## config.mk

```make
export PLATFORM = sky130hd
export DESIGN_NAME = cup_fill_pump_sequencer_flat
export DESIGN_NICKNAME = d
export VERILOG_FILES = /design/src/rtl/cfps_pkg.sv /design/src/rtl/cfps_in_if.sv /design/src/rtl/cfps_out_if.sv /design/src/rtl/cfps_filter.sv /design/src/rtl/cfps_phase.sv /design/src/rtl/cup_fill_pump_sequencer.sv /design/src/flat_wrapper.sv
export SDC_FILE = /design/constraint.sdc
export NUM_CORES = 1
export LEC_CHECK = 0
export ABC_AREA = 1
export BUFFER_PORTS_ARGS = -buffer_cell sky130_fd_sc_hd__clkbuf_2
export CORE_MARGIN = 1.5
export CORE_UTILIZATION = 67
export CTS_BUF_LIST = sky130_fd_sc_hd__clkbuf_2 sky130_fd_sc_hd__clkbuf_4 sky130_fd_sc_hd__clkbuf_8
export DETAILED_ROUTE_END_ITERATION = 10
export PLACE_DENSITY = 0.95
export SYNTH_ARGS = -nofsm -noshare
export SYNTH_HDL_FRONTEND = slang
export SYNTH_SLANG_ARGS = --single-unit
```

## constraint.sdc

```tcl
create_clock -name clk -period 19.95 [get_ports clk]
set_clock_uncertainty 0.1 [all_clocks]
set_input_delay 4.9875 -clock clk [delete_from_list [all_inputs] [get_ports clk]]
set_output_delay 4.9875 -clock clk [all_outputs]
set_load 0.005 [all_outputs]
```

## src/rtl/cfps_pkg.sv

```systemverilog
package cfps_pkg;

  // Field and fixed-point widths of the smoothed level.
  localparam int DIST_BITS   = 12;
  localparam int FRAC_BITS   = 8;
  localparam int LEVEL_W     = DIST_BITS + FRAC_BITS;
  localparam int CFG_W       = 12;
  localparam int CFG_IDX_W   = 2;
  localparam int PHASE_W     = 3;
  localparam int SPIKE_LIMIT = 5;

  // Filter weights: about 0.7 on the old level, 0.3 on the sample, over 256.
  localparam int KEEP_W    = 179;
  localparam int NEW_W     = 77;
  localparam int WGT_SHIFT = 8;
  localparam int PROD_W    = LEVEL_W + WGT_SHIFT + 1;

  // Width in which a register or distance is compared after alignment.
  localparam int INT_W = (CFG_W > DIST_BITS) ? CFG_W : DIST_BITS;
  localparam int CMP_W = INT_W + FRAC_BITS;

  typedef logic [DIST_BITS-1:0] dist_t;
  typedef logic [LEVEL_W-1:0]   level_t;
  typedef logic [CFG_W-1:0]     cfg_t;
  typedef logic [CFG_IDX_W-1:0] cfg_idx_t;
  typedef logic [PHASE_W-1:0]   phase_code_t;
  typedef logic [CMP_W-1:0]     cmp_t;

  // Configuration register indexes.
  localparam cfg_idx_t CFG_EMPTY_CUP   = 2'd0;
  localparam cfg_idx_t CFG_FULL_LEVEL  = 2'd1;
  localparam cfg_idx_t CFG_SYRUP_SWTCH = 2'd2;

  localparam cfg_t EMPTY_CUP_RST   = cfg_t'(90);
  localparam cfg_t FULL_LEVEL_RST  = cfg_t'(30);
  localparam cfg_t SYRUP_SWTCH_RST = cfg_t'(75);

  // Phase codes as they appear on the result channel.
  localparam phase_code_t PHC_START     = 3'd0;
  localparam phase_code_t PHC_NO_CUP    = 3'd1;
  localparam phase_code_t PHC_WAIT_CUP  = 3'd2;
  localparam phase_code_t PHC_CUP       = 3'd3;
  localparam phase_code_t PHC_WAIT_KEY  = 3'd4;
  localparam phase_code_t PHC_MIXING    = 3'd5;
  localparam phase_code_t PHC_DONE      = 3'd6;
  localparam phase_code_t PHC_UNUSED    = 3'd7;

  typedef enum logic [6:0] {
    PH_START    = 7'b0000001,
    PH_NO_CUP   = 7'b0000010,
    PH_WAIT_CUP = 7'b0000100,
    PH_CUP      = 7'b0001000,
    PH_WAIT_KEY = 7'b0010000,
    PH_MIXING   = 7'b0100000,
    PH_DONE     = 7'b1000000
  } phase_t;

  // Control state handed between the phase logic and the top level.
  typedef struct packed {
    phase_t phase;
    logic   led;
    logic   syrup;
    logic   water;
  } ctrl_t;

  function automatic phase_code_t phase_code(phase_t ph);
    phase_code_t code;
    case (ph)
      PH_START:    code = PHC_START;
      PH_NO_CUP:   code = PHC_NO_CUP;
      PH_WAIT_CUP: code = PHC_WAIT_CUP;
      PH_CUP:      code = PHC_CUP;
      PH_WAIT_KEY: code = PHC_WAIT_KEY;
      PH_MIXING:   code = PHC_MIXING;
      PH_DONE:     code = PHC_DONE;
      default:     code = PHC_UNUSED;
    endcase
    return code;
  endfunction

  // Register value aligned to the fixed point of the level.
  function automatic cmp_t cfg_fx(cfg_t v);
    return cmp_t'(v) << FRAC_BITS;
  endfunction

  function automatic cmp_t level_cmp(level_t v);
    return cmp_t'(v);
  endfunction

endpackage

```

## src/rtl/cfps_in_if.sv

```systemverilog
interface cfps_in_if;
  logic               valid;
  logic               ready;
  logic               cup_seen;
  logic               key_pressed;
  cfps_pkg::dist_t    distance_mm;

  modport source (output valid, output cup_seen, output key_pressed,
                  output distance_mm, input ready);
  modport sink   (input valid, input cup_seen, input key_pressed,
                  input distance_mm, output ready);
endinterface

```

## src/rtl/cfps_out_if.sv

```systemverilog
interface cfps_out_if;
  logic                   valid;
  logic                   ready;
  logic                   green_led;
  logic                   syrup_pump;
  logic                   water_motor;
  logic                   syrup_valve;
  logic                   water_gate;
  cfps_pkg::phase_code_t  phase;
  cfps_pkg::dist_t        fill_level_mm;

  modport source (output valid, output green_led, output syrup_pump,
                  output water_motor, output syrup_valve, output water_gate,
                  output phase, output fill_level_mm, input ready);
  modport sink   (input valid, input green_led, input syrup_pump,
                  input water_motor, input syrup_valve, input water_gate,
                  input phase, input fill_level_mm, output ready);
endinterface

```

## src/rtl/cfps_filter.sv

```systemverilog
module cfps_filter (
  input  cfps_pkg::level_t level,
  input  cfps_pkg::dist_t  distance_mm,
  input  cfps_pkg::cfg_t   empty_cup_mm,
  output cfps_pkg::level_t level_nxt
);
  import cfps_pkg::*;

  localparam level_t SPIKE_FX = level_t'(SPIKE_LIMIT << FRAC_BITS);

  dist_t               sample;
  level_t              sample_fx;
  level_t              diff;
  logic [PROD_W-1:0]   acc;

  // Clamp the reading to the empty-cup distance.
  always_comb begin
    if (INT_W'(distance_mm) > INT_W'(empty_cup_mm)) begin
      sample = dist_t'(empty_cup_mm);
    end else begin
      sample = distance_mm;
    end
  end

  assign sample_fx = level_t'(sample) << FRAC_BITS;
  assign diff      = level - sample_fx;

  // Weighted blend of old level and sample, constant coefficients.
  assign acc = PROD_W'(KEEP_W) * PROD_W'(level) + PROD_W'(NEW_W) * PROD_W'(sample_fx);

  // A sample above the level or far below it is a spike and is dropped.
  always_comb begin
    if ((sample_fx > level) || (diff > SPIKE_FX)) begin
      level_nxt = level;
    end else begin
      level_nxt = acc[WGT_SHIFT +: LEVEL_W];
    end
  end

endmodule

```

## src/rtl/cfps_phase.sv

```systemverilog
module cfps_phase (
  input  cfps_pkg::ctrl_t  cur,
  input  logic             cup,
  input  logic             key,
  input  cfps_pkg::dist_t  distance_mm,
  input  cfps_pkg::level_t level_filt,
  input  cfps_pkg::cfg_t   full_level_mm,
  input  cfps_pkg::cfg_t   syrup_switch_mm,
  output cfps_pkg::ctrl_t  nxt,
  output cfps_pkg::level_t level_nxt
);
  import cfps_pkg::*;

  // The phase steps are applied in order within one tick; later steps see
  // the phase that earlier steps left.
  always_comb begin
    ctrl_t  c;
    level_t lvl;
    c   = cur;
    lvl = level_filt;

    if (c.phase == PH_START) begin
      c.phase = cup ? PH_CUP : PH_NO_CUP;
    end
    if (!cup) begin
      c.phase = PH_NO_CUP;
    end
    if (c.phase == PH_CUP) begin
      c.phase = PH_WAIT_KEY;
      c.led   = 1'b1;
    end
    if (c.phase == PH_NO_CUP) begin
      c.phase = PH_WAIT_CUP;
      c.led   = 1'b0;
      c.syrup = 1'b0;
      c.water = 1'b0;
    end
    if ((c.phase == PH_WAIT_CUP) && cup) begin
      c.phase = PH_CUP;
    end
    // A key press loads the raw reading and starts mixing at once.
    if ((c.phase == PH_WAIT_KEY) && key) begin
      lvl     = level_t'(distance_mm) << FRAC_BITS;
      c.phase = PH_MIXING;
    end
    if (c.phase == PH_MIXING) begin
      if (level_cmp(lvl) < cfg_fx(full_level_mm)) begin
        c.phase = PH_DONE;
        c.syrup = 1'b0;
        c.water = 1'b0;
      end else if (level_cmp(lvl) > cfg_fx(syrup_switch_mm)) begin
        c.syrup = 1'b1;
        c.water = 1'b0;
      end else begin
        c.syrup = 1'b0;
        c.water = 1'b1;
      end
    end

    nxt       = c;
    level_nxt = lvl;
  end

endmodule

```

## src/rtl/cup_fill_pump_sequencer.sv

```systemverilog
// Cup fill pump sequencer. Each input item is one sensor tick and yields
// exactly one result item; a new item is taken in every cycle while the
// result slot is empty or being read, so the sustained rate is one item
// per clock. A tick runs one step of the spike rejecting level filter, then
// the phase machine that drives the green LED, the pumps and their valves;
// the result shows the state after the tick. Registers are written through
// the cfg port (index 0 empty cup distance, 1 full level, 2 syrup switch
// level) by the user only with no item in flight; the block does not check.
module cup_fill_pump_sequencer (
  input  logic                clk,
  input  logic                rst_n,
  cfps_in_if.sink             in_if,
  cfps_out_if.source          out_if,
  input  logic                cfg_we,
  input  cfps_pkg::cfg_idx_t  cfg_index,
  input  cfps_pkg::cfg_t      cfg_data
);
  import cfps_pkg::*;

  cfg_t   empty_cup_r, full_level_r, syrup_switch_r;
  ctrl_t  ctrl_r, ctrl_nxt;
  level_t level_r, level_filt, level_nxt;
  logic   out_valid_r;
  logic   in_fire;

  // Configuration registers.
  always_ff @(posedge clk) begin
    if (!rst_n) begin
      empty_cup_r    <= EMPTY_CUP_RST;
      full_level_r   <= FULL_LEVEL_RST;
      syrup_switch_r <= SYRUP_SWTCH_RST;
    end else if (cfg_we) begin
      case (cfg_index)
        CFG_EMPTY_CUP:   empty_cup_r    <= cfg_data;
        CFG_FULL_LEVEL:  full_level_r   <= cfg_data;
        CFG_SYRUP_SWTCH: syrup_switch_r <= cfg_data;
        default: ;
      endcase
    end
  end

  // State changes only when the result slot is free, so the state registers
  // double as the result payload.
  assign in_if.ready = !out_valid_r || out_if.ready;
  assign in_fire     = in_if.valid && in_if.ready;

  cfps_filter u_filter (
    .level        (level_r),
    .distance_mm  (in_if.distance_mm),
    .empty_cup_mm (empty_cup_r),
    .level_nxt    (level_filt)
  );

  cfps_phase u_phase (
    .cur             (ctrl_r),
    .cup             (in_if.cup_seen),
    .key             (in_if.key_pressed),
    .distance_mm     (in_if.distance_mm),
    .level_filt      (level_filt),
    .full_level_mm   (full_level_r),
    .syrup_switch_mm (syrup_switch_r),
    .nxt             (ctrl_nxt),
    .level_nxt       (level_nxt)
  );

  // Tick state and result valid.
  always_ff @(posedge clk) begin
    if (!rst_n) begin
      ctrl_r      <= '{phase: PH_START, led: 1'b0, syrup: 1'b0, water: 1'b0};
      level_r     <= '0;
      out_valid_r <= 1'b0;
    end else begin
      if (in_fire) begin
        ctrl_r  <= ctrl_nxt;
        level_r <= level_nxt;
      end
      if (in_fire) begin
        out_valid_r <= 1'b1;
      end else if (out_if.ready) begin
        out_valid_r <= 1'b0;
      end
    end
  end

  // Result payload.
  assign out_if.valid         = out_valid_r;
  assign out_if.green_led     = ctrl_r.led;
  assign out_if.syrup_pump    = ctrl_r.syrup;
  assign out_if.water_motor   = ctrl_r.water;
  assign out_if.syrup_valve   = !ctrl_r.syrup;
  assign out_if.water_gate    = !ctrl_r.water;
  assign out_if.phase         = phase_code(ctrl_r.phase);
  assign out_if.fill_level_mm = level_r[FRAC_BITS +: DIST_BITS];

  // Both pumps never run together.
  a_pumps_exclusive: assert property (@(posedge clk) disable iff (!rst_n)
    !(ctrl_r.syrup && ctrl_r.water))
    else $error("syrup and water pumps on together");

  // A pump runs only while mixing.
  a_pump_only_mixing: assert property (@(posedge clk) disable iff (!rst_n)
    (ctrl_r.syrup || ctrl_r.water) |-> (ctrl_r.phase == PH_MIXING))
    else $error("pump on outside mixing");

  // Mixing and done always have the ready LED lit.
  a_led_while_busy: assert property (@(posedge clk) disable iff (!rst_n)
    ((ctrl_r.phase == PH_MIXING) || (ctrl_r.phase == PH_DONE)) |-> ctrl_r.led)
    else $error("LED off while mixing or done");

  // A tick without a cup always lands in wait cup.
  a_no_cup_wait: assert property (@(posedge clk) disable iff (!rst_n)
    (in_fire && !in_if.cup_seen) |=> (ctrl_r.phase == PH_WAIT_CUP))
    else $error("cup removal did not lead to wait cup");

  // State holds while a result waits to be taken.
  a_state_holds: assert property (@(posedge clk) disable iff (!rst_n)
    (out_valid_r && !out_if.ready) |=> ($stable(ctrl_r) && $stable(level_r)))
    else $error("state changed under a stalled result");

endmodule
```

## src/flat_wrapper.sv

```systemverilog
// flat-port wrapper written by rule: the top's interface ports become plain ports
module cup_fill_pump_sequencer_flat import cfps_pkg::*;
  (clk, rst_n, cfg_we, cfg_index, cfg_data, in_if_valid, in_if_cup_seen, in_if_key_pressed, in_if_distance_mm, in_if_ready, out_if_valid, out_if_green_led, out_if_syrup_pump, out_if_water_motor, out_if_syrup_valve, out_if_water_gate, out_if_phase, out_if_fill_level_mm, out_if_ready);
  cfps_in_if in_if_i ();
  cfps_out_if out_if_i ();
  input  logic clk;
  input  logic rst_n;
  input  logic cfg_we;
  input  cfps_pkg::cfg_idx_t cfg_index;
  input  cfps_pkg::cfg_t cfg_data;
  input wire logic [$bits(in_if_i.valid)-1:0] in_if_valid;
  input wire logic [$bits(in_if_i.cup_seen)-1:0] in_if_cup_seen;
  input wire logic [$bits(in_if_i.key_pressed)-1:0] in_if_key_pressed;
  input wire logic [$bits(in_if_i.distance_mm)-1:0] in_if_distance_mm;
  output wire logic [$bits(in_if_i.ready)-1:0] in_if_ready;
  output wire logic [$bits(out_if_i.valid)-1:0] out_if_valid;
  output wire logic [$bits(out_if_i.green_led)-1:0] out_if_green_led;
  output wire logic [$bits(out_if_i.syrup_pump)-1:0] out_if_syrup_pump;
  output wire logic [$bits(out_if_i.water_motor)-1:0] out_if_water_motor;
  output wire logic [$bits(out_if_i.syrup_valve)-1:0] out_if_syrup_valve;
  output wire logic [$bits(out_if_i.water_gate)-1:0] out_if_water_gate;
  output wire logic [$bits(out_if_i.phase)-1:0] out_if_phase;
  output wire logic [$bits(out_if_i.fill_level_mm)-1:0] out_if_fill_level_mm;
  input wire logic [$bits(out_if_i.ready)-1:0] out_if_ready;
  assign in_if_i.valid = in_if_valid;
  assign in_if_i.cup_seen = in_if_cup_seen;
  assign in_if_i.key_pressed = in_if_key_pressed;
  assign in_if_i.distance_mm = in_if_distance_mm;
  assign in_if_ready = in_if_i.ready;
  assign out_if_valid = out_if_i.valid;
  assign out_if_green_led = out_if_i.green_led;
  assign out_if_syrup_pump = out_if_i.syrup_pump;
  assign out_if_water_motor = out_if_i.water_motor;
  assign out_if_syrup_valve = out_if_i.syrup_valve;
  assign out_if_water_gate = out_if_i.water_gate;
  assign out_if_phase = out_if_i.phase;
  assign out_if_fill_level_mm = out_if_i.fill_level_mm;
  assign out_if_i.ready = out_if_ready;
  cup_fill_pump_sequencer u_core (.clk(clk), .rst_n(rst_n), .in_if(in_if_i), .out_if(out_if_i), .cfg_we(cfg_we), .cfg_index(cfg_index), .cfg_data(cfg_data));
endmodule
```

Word-level counts from Yosys, hierarchy flattened
Cells that the tools add are included.
Word-level totals
  flip-flop bits (word level): 67
  input bits: 33
  output and inout port bits: 22
  logic and storage cells: 66
Operators by class
  add/subtract/negate cells: 2
  $mul: 2
  magnitude comparators: 5
  equality and inequality tests: 14
  muxes and demuxes: 17
  reductions and logical operators: 17
Operators by type and width (count)
  7-bit two-way mux: 6
  20-bit > comparator: 2
  20-bit two-way mux: 2
  28-bit by 27-bit adder with 28-bit output: 1
  8-bit by 20-bit multiplier with 28-bit output, first input constant: 1
  3-bit case mux with 7 select lines: 1
  20-bit by 11-bit > comparator with 1-bit output, second input constant: 1
  20-bit less-than comparator: 1
  20-bit subtractor: 1
  7-bit by 12-bit multiplier with 19-bit output, first input constant: 1
  7-bit by 2-bit == test with 1-bit output, second input constant: 2
  7-bit by 3-bit == test with 1-bit output, second input constant: 2
  7-bit by 4-bit == test with 1-bit output, second input constant: 2
  7-bit by 5-bit == test with 1-bit output, second input constant: 2
  7-bit by 6-bit == test with 1-bit output, second input constant: 2
  12-bit > comparator: 1
  12-bit two-way mux: 1
  10-bit two-way mux: 1
  2-bit AND reduction: 5
  8-bit two-way mux: 1
  7-bit by 1-bit == test with 1-bit output, second input constant: 1
  7-bit == test, second input constant: 1
  2-bit two-way mux: 3
  2-bit nonzero test: 3
  7 further kinds: 13

Depth between registers and ports, before layout
Gate-level depths: netlist (run 1).
  depth after elaboration: 17
  gate-level depth with buffers: 56
  gate-level depth less buffers: 55

Cells and area by module
A second synthesis (run 1) with hierarchy kept.
Second synthesis, totals
  cell total of the unflattened synthesis: 1563
  area, all modules: 10926.7 um2
Modules (own cells, without submodules)
  cfps_filter: times used 1, cells an instance 991, area an instance 7050.5 um2, seq. area each 0.0 um2
  cup_fill_pump_sequencer: times used 1, cells an instance 343, area an instance 2596.2 um2, seq. area each 1341.3 um2
  cfps_phase: times used 1, cells an instance 229, area an instance 1280.0 um2, seq. area each 0.0 um2

Worst setup path before layout (run 1)
No wires, ideal clock.
  path type: input port to flip-flop
  from: input in_if_distance_mm[11]
  to: register u_core.ctrl_r[8] (netlist name)
  library setup time: 134 ps
  arrival: 13801 ps
  required time: 19716 ps
  slack: 5915 ps
  stages: 48
  buffers on the path: 1
  cells stage by stage: ha_1 nand2_1 inv_1 nand3_1 o41ai_1 clkbuf_1 nand2_1 o21ai_0 ha_1 ha_1 inv_1 fa_1 inv_1 fa_1 ha_1 inv_1 nor3_1 a21oi_1 (+12 left out) a21oi_1 nor2_1 a211oi_1 o21ai_0 nand2_1 nand2_1 a21oi_1 o21ai_0 o211ai_1 o21ai_0 inv_1 ha_1 a21oi_1 nor2_1 a2111oi_0 nand3_1 nand2_1 a21oi_1
Between the ends
  word-level cells in the longest chain between the ends: 10
  elaborated cells on any way between the ends: 13
  classes of those cells: 2 x add/sub; 1 x mul; 4 x order compare; 5 x mux; 1 x reduce/logical
Ends and longest elaborated chain
  from (decl): line flat_wrapper.sv:14  | input wire logic [$bits(in_if_i.distance_mm)-1:0] in_if_distance_mm;
  12-bit > comparator: line cfps_filter.sv:18  | if (INT_W'(distance_mm) > INT_W'(empty_cup_mm)) begin
  12-bit two-way mux (*): line cfps_filter.sv:18
  branches (longest 3 deep; another with 28-bit by 27-bit adder with 28-bit output)
  20-bit two-way mux (*): line cfps_filter.sv:33  | if ((sample_fx > level) || (diff > SPIKE_FX)) begin
  20-bit two-way mux (*): line cfps_phase.sv:42  | if ((c.phase == PH_WAIT_KEY) && key) begin
  net u_core.level_nxt[17]: line cup_fill_pump_sequencer.sv:22  | level_t level_r, level_filt, level_nxt;
  20-bit less-than comparator (*): line cfps_phase.sv:47  | if (level_cmp(lvl) < cfg_fx(full_level_mm)) begin
  7-bit two-way mux (*): line cfps_phase.sv:47
  7-bit two-way mux (*): line cfps_phase.sv:46  | if (c.phase == PH_MIXING) begin
  to (signal assigned): line cup_fill_pump_sequencer.sv:69  | ctrl_r <= '{phase: PH_START, led: 1'b0, syrup: 1'b0, water: 1'b0};
  to (signal assigned): line cup_fill_pump_sequencer.sv:74  | ctrl_r <= ctrl_nxt;
  to (decl): line cup_fill_pump_sequencer.sv:21  | ctrl_t ctrl_r, ctrl_nxt;
Mark *: on every way through the listed nets, which the timed path passes.
A chain may end at the register's enable or synchronous reset.

Worst setup path in the final report (run 1)
Ends and elaborated chain as after synthesis.

==> results of run 1 <==
## synth_stat cells, types with 4 or more instances
cell,number,area share
nand4_1,13,0.0083
buf_4,13,0.0099
or2_2,4,0.0025
a211oi_1,4,0.0031
buf_2,4,0.0020
nor3_1,8,0.0041
nand3b_1,6,0.0046
xnor2_1,11,0.0098
nand3_2,4,0.0041
nand3_1,41,0.021
xor2_1,20,0.018
o211ai_1,16,0.012
clkbuf_1,17,0.0065
nor2_1,48,0.018
a21oi_1,120,0.061
dfxtp_1,67,0.14
fa_1,84,0.17
o211ai_2,4,0.0051
a21o_1,6,0.0046
o21ai_0,85,0.043
nand2_1,195,0.074
inv_1,321,0.12
ha_1,176,0.22
a31oi_1,4,0.0025
## stage by stage
stage / util / std cells
floorplan: - / 1309
global placement: 0.7056 / 1516
detailed placement: 0.7056 / 1516
CTS: 0.7183 / 1531
global route: 0.7183 / 1531
finish: 0.7183 / 1531
## cells by family after synthesis
kind of cell | count (synthesis) | share of synthesized area
and+or+nand+nor | 331 | 0.1471
AOI/OAI and AO/OA | 259 | 0.1498
adders and majority gates | 260 | 0.3950
DFF | 67 | 0.1364
buffers and inverters | 361 | 0.1441
xor gates and xnor gates | 31 | 0.02762
## state kept, by name, indices dropped and copies added (netlist names)
signal and count:
u_core.ctrl_r 7, u_core.syrup_switch_r 12, u_core.empty_cup_r 12, u_core.out_if.green_led 1, u_core.out_if.valid 1, u_core.full_level_r 12, u_core.level_r 20, u_core.out_if.water_motor 1
u_core.out_if.syrup_pump 1
## routing by layer
| metal | up-vias | global-route usage | wire [um] |
|---|---|---|---|
| met5 | - | 0 | 0 |
| met4 | 0 | 0.1911 | 1492 |
| met3 | 115 | 0.05403 | 1666 |
| met2 | 412 | 0.5755 | 11680 |
| met1 | 4080 | 0.3889 | 9474 |
| li1 | 4253 | - | - |
## layout make-up
cell class / count / area [um2]
clock buffer: 13 / 172.7
clock inverter: 2 / 10.01
fill: 1040 / 4064
inverter: 326 / 1224
multi-input combinational: 881 / 7082
sequential: 67 / 1341
tap: 184 / 230.2
timing repair buffer: 58 / 300.3
## worst reg2reg max path, delay by kind of cell, from the launching register on
family	cells	cell delay, ps
AO/OA/AOI/OAI	17	3700
XOR/XNOR	1	230
adder cells (fa/ha/maj)	12	4670
buffers and inverters	9	840
flip-flops	1	340
AND/OR/NAND/NOR	9	1080
## worst max path at each step
stage,from,endpoint,slack (ps),depth (start not counted)
finish,in_if_distance_mm[11],u_core.ctrl_r[8],4530,48
global route,in_if_distance_mm[11],u_core.ctrl_r[8],3840,48
CTS,in_if_distance_mm[11],u_core.ctrl_r[8],4850,48
detailed placement,in_if_distance_mm[11],u_core.ctrl_r[8],4550,51
global placement,in_if_distance_mm[1],u_core.ctrl_r[8],5110,49
floorplan,in_if_distance_mm[11],u_core.ctrl_r[8],5920,48
==> summary.md, run 1 <==
| Metric | Value |
|---|---|
| Core Rows | `44` |
| Reg2Reg Depth | `48` |
| Critical path class | `in2reg` |
| DRC violation total after the first TritonRoute iteration | `~760` |
| Register area share after synthesis | `0.1364` |
| Crit path max fanout | `24` |
| Required time worst endpoint | `20,070 ps` |
| Syn_area_per_cell | `7.511 um2` |
| Slew headroom | `0.2929` |
| YS warnings | `0` |
| CTS H-tree depth | `3` |
| Worst EP arrival | `between 15,000 and 20,000 ps` |
| Worst-skew pair later-pin latency | `roughly 350 ps` |
| Share of cells above drive strength 1 | `0.07572` |
| Bufs and invs on worst path | `9` |
| # DRC | `0` |
| Area Overhead vs Synth | `5.370%` |
| Initial core utilization | `0.6816` |
| Setup bufs post-CTS | `0` |
| Nets | `roughly 1.6k` |
| Worst setup margin | `about 4500 ps` |
| Crit. End Element | `register` |
| TNS Setup | `0 ps` |
| Largest buffer count on any clock path | `2` |
| Hold Violations, Final | `0` |
| Hold Crit Endpoint | `u_core.full_level_r[11]` |
| Largest stage delay, worst path | `between 700 and 800 ps` |
| Vias per cell | `5.787` |
| CP max stage cell | `a2111oi_0` |
| Final ANT Viol Nets | `0` |
| Grt ovf | `0` |
| Syn Inst Count | `1,309` |
| ANT cells | `0` |
| Final Max Tran Viols | `0` |
| Design Area, Final | `~0.010 mm2` |
| Number of global-route vias before repair | `8,847` |
| Initial antenna violation count | `0` |
| Unrepaired setup endpoints after global routing | `false` |
| Synthesized Nets | `between 1.5k and 2k` |
| Cell area after placement | `slightly above 0.01 mm2` |
| Hold slack | `367.8 ps` |
| Max_cap viols | `0` |
| Worst min-delay path class | `reg2reg` |
| Hold_buf cts | `0` |
| First-pass GRT wire length | `~40 mm` |
| DP Wirelength | `19.83 mm` |
| Outcome | `completed` |
| FF-to-FF setup slack | `around 8900 ps` |
| Highest-count cells in the layout ignoring fill and taps | `inv_1 (321), nand2_1 (195), ha_1 (176), a21oi_1 (120), o21ai_0 (85)` |
| Worst-margin pin slew | `about 1000 ps` |
| Sinks on Clock Net | `between 60 and 70` |
| Leading cell type in the layout, fill and taps excluded | `inv_1` |
| Hold depth | `2` |
| CTS clk-pin slew, worst paths | `~70 ps` |
| DR WL/cell | `around 16 um` |
| Total global-route track usage | `0.3324` |
| Main synth FF type | `dfxtp_1` |
| Tcrit/Tclk final | `0.7729` |
| Via count | `between 8k and 9k` |
| FF-to-FF Start | `u_core.empty_cup_r[11]` |
| Ys async rst share | `0` |
| FF+latch count, synth | `67` |
| Syn Std Cell Area | `0.009832 mm2` |
| Setup Viol. Count Final | `0` |
| Total CTS buffers | `9` |
| Drt total wl | `between 20 and 25 mm` |
| Gpl congestion | `0.9737` |
| I/O Buffers | `54` |
| Crit-path leading delay family | `adder cells` |
| Largest net degree at the start of global routing | `between 50 and 60` |
| Critical Path Source Type | `input port` |
| R2r endpoint | `u_core.ctrl_r[8]` |
| Die Y | `between 100 and 150 um` |
| Post-route minimum period | `roughly 15,000 ps` |
| Die area | `between 0.015 and 0.02 mm2` |
| Root buffer selected by CTS | `clkbuf_8` |
| Chip Width | `around 120 um` |
| PostCTS Resize Cnt | `0` |
| Synth cell types | `between 40 and 50` |
| EDFF count, synth | `0` |
| DRT Pass-1 Iters | `5` |
| Core area | `approximately 0.014 mm2` |
| Worst Setup Slack post-DPL | `4548 ps` |
| FMAX | `between 60 and 70 MHz` |
| CTS tree | `yes` |
| I/O pin total | `between 50 and 60` |
| Hold Startpoint | `u_core.full_level_r[11]` |
Power of run 1 is not shown: default switching activity piles up to over one toggle a cycle in this logic, so the estimate is an artifact.
==> run 2: changes to the inputs <==
CORE_UTILIZATION = 65   (was 67)
clock period = 15.35 ns   (was 19.95 ns; I/O delays follow)
==> summary.md, run 2 (synthesis gave the netlist of run 1 again) <==
| Metric | Value |
|---|---|
| Critical Path Source Type | `input port` |
| CTS H-tree depth | `3 (unchanged)` |
| Worst Setup Slack post-DPL | `889.8 ps (-3658 ps)` |
| Reg2Reg Depth | `51 (+6.3%)` |
| Setup Viol. Count Final | `0 (unchanged)` |
| Max_cap viols | `0 (unchanged)` |
| DP Wirelength | `20.12 mm (+1.5%)` |
| Setup bufs post-CTS | `0 (unchanged)` |
| Area Overhead vs Synth | `5.472% (about the same)` |
| Largest stage delay, worst path | `770 ps (about the same)` |
| Max reg flops | `20 (unchanged)` |
| Total CTS buffers | `9 (unchanged)` |
| Via count | `9,040 (+2.0%)` |
| Final ANT Viol Nets | `0 (unchanged)` |
| Filler cells | `1,064 (+2.3%)` |
| Hold_buf cts | `0 (unchanged)` |
| Most flop-heavy register | `u_core.level_r` |
| Crit-path leading delay family | `adder cells` |
| Worst-margin pin slew | `1088 ps (+38.85 ps)` |
| Critical path class | `in2reg` |
| Outcome | `completed` |
| Initial core utilization | `0.6714 (-0.01025)` |
| Share of cells above drive strength 1 | `0.07435 (-0.001374)` |
| First-pass GRT wire length | `42.01 mm (+4.7%)` |
| CTS clk-pin slew, worst paths | `70 ps (about the same)` |
| Leading cell type in the layout, fill and taps excluded | `inv_1` |
| Initial antenna violation count | `0 (unchanged)` |
| Slew headroom | `0.2667 (-0.02618)` |
| Number of global-route vias before repair | `9,295 (+5.1%)` |
| Chip Width | `126.0 um (+1.5%)` |
| R2r endpoint | `u_core.ctrl_r[8]` |
| Sinks on Clock Net | `67 (unchanged)` |
| Core Rows | `44 (unchanged)` |
| DRC violation total after the first TritonRoute iteration | `730 (-3.6%)` |
| Nets | `1,635 (-0.061%)` |
| Worst-skew pair later-pin latency | `360 ps (about the same)` |
| Crit path max fanout | `24 (unchanged)` |
| Levels on crit path | `51 (+6.3%)` |
| Highest-count cells in the layout ignoring fill and taps | `inv_1 (321), nand2_1 (195), ha_1 (176), a21oi_1 (120), o21ai_0 (85)` |
| DR WL/cell | `16.27 um (+2.4%)` |
| FMAX | `a little under 70 MHz` |
| Die Y | `126.0 um (+1.5%)` |
| Bufs and invs on worst path | `10 (+1)` |
| Largest net degree at the start of global routing | `54 (unchanged)` |
| TNS Setup | `0 ps (unchanged)` |
| Die area | `0.01587 mm2 (+3.0%)` |
| Root buffer selected by CTS | `clkbuf_8` |
| Final Max Tran Viols | `0 (unchanged)` |
| CP endpoint | `u_core.ctrl_r[8]` |
| Hold Violations, Final | `0 (unchanged)` |
| Grt ovf | `0 (unchanged)` |
| Largest buffer count on any clock path | `2 (unchanged)` |
| Post-route minimum period | `around 14,000 ps` |
| # DRC | `0 (unchanged)` |
| Worst setup margin | `976.7 ps (-3553 ps)` |
| Drt total wl | `24.87 mm (+2.3%)` |
| I/O pin total | `55 (unchanged)` |
| PostCTS Resize Cnt | `0 (unchanged)` |
| Worst min-delay path class | `reg2reg` |
| Unrepaired setup endpoints after global routing | `false` |
| I/O Buffers | `54 (unchanged)` |
| Required time worst endpoint | `15,470 ps (-4600 ps)` |
| FF-to-FF setup slack | `4170 ps (-4710 ps)` |
| FF-to-FF Start | `u_core.empty_cup_r[10]` |
| Vias per cell | `5.912 (+2.2%)` |
| Gpl congestion | `0.9532 (-2.1%)` |
| Critical Path Start | `in_if_distance_mm[11]` |
| CTS tree | `yes` |
| Total global-route track usage | `0.3244 (-0.007995)` |
| Tcrit/Tclk final | `0.9364` |
| DRT Pass-1 Iters | `6 (+1)` |
| CP max stage cell | `o21ai_0` |
| Crit. End Element | `register` |
| Worst EP arrival | `14,500 ps (-1040 ps)` |
| ANT cells | `0 (unchanged)` |
| Core area | `0.01464 mm2 (+1.5%)` |
## run 2: changes by cell type in the layout (fill, tap and decap cells not counted)
cell / previous run / this run
bufinv_16: 0 / 1
clkinv_2: 2 / 1
clkbuf_4: 1 / 0
buf_4: 4 / 3
## run 2: stage by stage
step / hold slack (ps) / utilization / std cells / area (um2)
after floorplan: 335.3 / - / 1309 / 9832
after global placement: 349.0 / 0.6945 / 1515 / 10170
after detailed placement: 358.1 / 0.6945 / 1515 / 10170
after CTS: 369.7 / 0.7081 / 1529 / 10370
after global routing: 382.2 / 0.7081 / 1529 / 10370
final: 368.7 / 0.7081 / 1529 / 10370
## run 2: worst min-delay path by stage
stage	to	start	depth (start not counted)	slack (ps)
finish	u_core.full_level_r[7]	u_core.full_level_r[7]	2	370
global route	u_core.full_level_r[9]	u_core.full_level_r[9]	2	380
CTS	u_core.syrup_switch_r[5]	u_core.syrup_switch_r[5]	2	370
detailed placement	u_core.full_level_r[11]	u_core.full_level_r[11]	2	360
global placement	u_core.syrup_switch_r[9]	u_core.syrup_switch_r[9]	2	350
floorplan	u_core.full_level_r[10]	u_core.full_level_r[10]	2	340
## run 2: area by class of cell
cell class | count | area [um2] | area share
Clock buffer | 12 | 165.2 | 0.01593
Tap cell | 184 | 230.2 | 0.02220
Sequential cell | 67 | 1341 | 0.1293
Inverter | 326 | 1224 | 0.1180
Clock inverter | 2 | 35.03 | 0.003378
Timing Repair Buffer | 57 | 292.8 | 0.02823
Multi-Input combinational cell | 881 | 7082 | 0.6829
## run 2: metal layers
layer,up-vias,part of all wire,GRT usage
li1,4245,-,-
met1,4189,0.38,0.3709
met2,460,0.49,0.5844
met3,146,0.066,0.04928
met4,0,0.060,0.1738
met5,-,0,0
## run 2: tightest hold or removal path, stage by stage, from the launching register on
cell,delay (ps)
dfxtp_1,300
inv_1,60
a21oi_1,60
Power of run 2 is left out for the same reason.
==> run 3: changes to the inputs <==
BUFFER_PORTS_ARGS = -buffer_cell sky130_fd_sc_hd__buf_4   (was -buffer_cell sky130_fd_sc_hd__clkbuf_2)
GPL_ROUTABILITY_DRIVEN = 0   (was unset)
PLACE_DENSITY = 0.94   (was 0.95)
==> summary.md, run 3 (synthesis gave the netlist of run 1 again) <==
| Metric | Value |
|---|---|
| Outcome | `completed` |
| R2r endpoint | `u_core.ctrl_r[8]` |
| Worst-margin pin slew | `1111 ps (+22.40 ps)` |
| Core Rows | `44 (unchanged)` |
| Design Area, Final | `0.01049 mm2 (+1.2%)` |
| Vias per cell | `5.859 (-0.89%)` |
| # DRC | `0 (unchanged)` |
| Most flop-heavy register | `u_core.level_r` |
| CTS H-tree depth | `3 (unchanged)` |
| GRT met2 Usage | `0.5718 (-0.01261)` |
| Hold_buf cts | `0 (unchanged)` |
| Levels on crit path | `46 (-9.8%)` |
| DP Wirelength | `20.22 mm (+0.49%)` |
| Drt total wl | `24.86 mm (about the same)` |
| Grt ovf | `0 (unchanged)` |
| Die Y | `126.0 um (unchanged)` |
| Largest buffer count on any clock path | `2 (unchanged)` |
| Worst EP arrival | `14,320 ps (-180 ps)` |
| Sinks on Clock Net | `67 (unchanged)` |
| Crit path max fanout | `24 (unchanged)` |
| Chip Width | `126.0 um (unchanged)` |
| Critical Path Source Type | `input port` |
| CP endpoint | `u_core.ctrl_r[8]` |
| Total global-route track usage | `0.3256 (+0.001224)` |
| Slew headroom | `0.2516 (-0.01509)` |
| Reg2Reg Depth | `46 (-9.8%)` |
| Die area | `0.01587 mm2 (unchanged)` |
| FF-to-FF Start | `u_core.empty_cup_r[3]` |
| Hold depth | `2 (unchanged)` |
| Max_cap viols | `0 (unchanged)` |
| CTS clk-pin slew, worst paths | `70 ps (about the same)` |
| Crit. End Element | `register` |
| Area Overhead vs Synth | `6.694%` |
| Unrepaired setup endpoints after global routing | `false` |
| Setup bufs post-CTS | `0 (unchanged)` |
| PostCTS Resize Cnt | `0 (unchanged)` |
| Worst-skew pair later-pin latency | `350 ps (about the same)` |
| M1 GR Usage | `0.3764 (+0.005474)` |
| Post-route minimum period | `14,210 ps (-164.0 ps)` |
| Total CTS buffers | `9 (unchanged)` |
| Tcrit/Tclk final | `0.9257 (-0.01069)` |
| M3 GR Usage | `0.05438 (+0.005098)` |
| Required time worst endpoint | `15,460 ps (about the same)` |
| Critical path class | `in2reg` |
| Setup Viol. Count Final | `0 (unchanged)` |
| FF-to-FF setup slack | `4320 ps (+150 ps)` |
| Leading cell type in the layout, fill and taps excluded | `inv_1` |
| DRT Pass-1 Iters | `8 (+2)` |
| Worst min-delay path class | `reg2reg` |
| DR WL/cell | `16.25 um (-0.12%)` |
| Via count | `8,965 (-0.83%)` |
| Hold Violations, Final | `0 (unchanged)` |
| Bufs and invs on worst path | `8 (-2)` |
| Cell area after placement | `0.01030 mm2 (+1.3%)` |
| Highest-count cells in the layout ignoring fill and taps | `inv_1 (321), nand2_1 (195), ha_1 (176), a21oi_1 (120), o21ai_0 (85)` |
| FMAX | `70.38 MHz (+1.2%)` |
| Nets | `1,634 (-0.061%)` |
| ANT cells | `0 (unchanged)` |
| Critical Path Start | `in_if_distance_mm[3]` |
| Max reg flops | `20 (unchanged)` |
| I/O Buffers | `54 (unchanged)` |
| CP max stage cell | `a2111oi_0` |
| CP dominant cell by count | `ha_1` |
| Initial antenna violation count | `0 (unchanged)` |
| Largest net degree at the start of global routing | `54 (unchanged)` |
| Number of global-route vias before repair | `9,096 (-2.1%)` |
| Largest stage delay, worst path | `700 ps (-70 ps)` |
| I/O pin total | `55 (unchanged)` |
| Core area | `0.01464 mm2 (unchanged)` |
| Grt peak-use layer | `met2` |
| First-pass GRT wire length | `41.77 mm (-0.56%)` |
| Initial core utilization | `0.6714 (unchanged)` |
| Final Max Tran Viols | `0 (unchanged)` |
| Final ANT Viol Nets | `0 (unchanged)` |
| CTS tree | `yes` |
| Crit-path leading delay family | `adder cells` |
| DRC violation total after the first TritonRoute iteration | `789 (+8.1%)` |
| Share of cells above drive strength 1 | `0.07504 (+0.0006877)` |
| TNS Setup | `0 ps (unchanged)` |
| Root buffer selected by CTS | `clkbuf_8` |
[run 3: layout make-up]
class,count,area [um2]
Timing Repair Buffer,56,420.4
Sequential cell,67,1341
Clock buffer,11,138.9
Fill cell,1046,4154
Clock inverter,5,53.80
Inverter,326,1224
Multi-Input combinational cell,881,7082
Tap cell,184,230.2
[run 3: worst min path at each step]
stage                                  start                        to  slack (ps)
floorplan            u_core.full_level_r[10]   u_core.full_level_r[10]         340
global placement      u_core.full_level_r[7]    u_core.full_level_r[7]         350
detailed placement  u_core.syrup_switch_r[7]  u_core.syrup_switch_r[7]         360
CTS                 u_core.syrup_switch_r[7]  u_core.syrup_switch_r[7]         370
global route        u_core.syrup_switch_r[7]  u_core.syrup_switch_r[7]         400
finish              u_core.syrup_switch_r[7]  u_core.syrup_switch_r[7]         370
[run 3: metal layers]
metal	wire, um	vias to the layer above
li1	-	4234
met1	9452	4141
met2	12120	444
met3	1744	146
met4	1538	0
met5	0	-
[run 3: worst reg2reg max path: cells and delay by family (launching register included)]
family,cells,cell delay (ps)
adder cells (fa/ha/maj),12,4740
AND/OR/NAND/NOR,9,1290
buffers and inverters,8,770
XOR/XNOR,1,230
AO/OA/AOI/OAI,16,3470
flip-flops,1,310
[run 3: metrics by stage]
stage	setup WS, ps	cells	util	hold slack [ps]
2_1_floorplan	2465	1309	-	335.3
3_3_place_gp	1547	1514	0.7032	350.1
3_5_place_dp	1130	1514	0.7032	355.5
4_1_cts	1449	1530	0.7163	366.1
5_1_grt	525.2	1530	0.7163	401.4
6_report	1141	1530	0.7163	368.7
Power of run 3 is left out for the same reason.
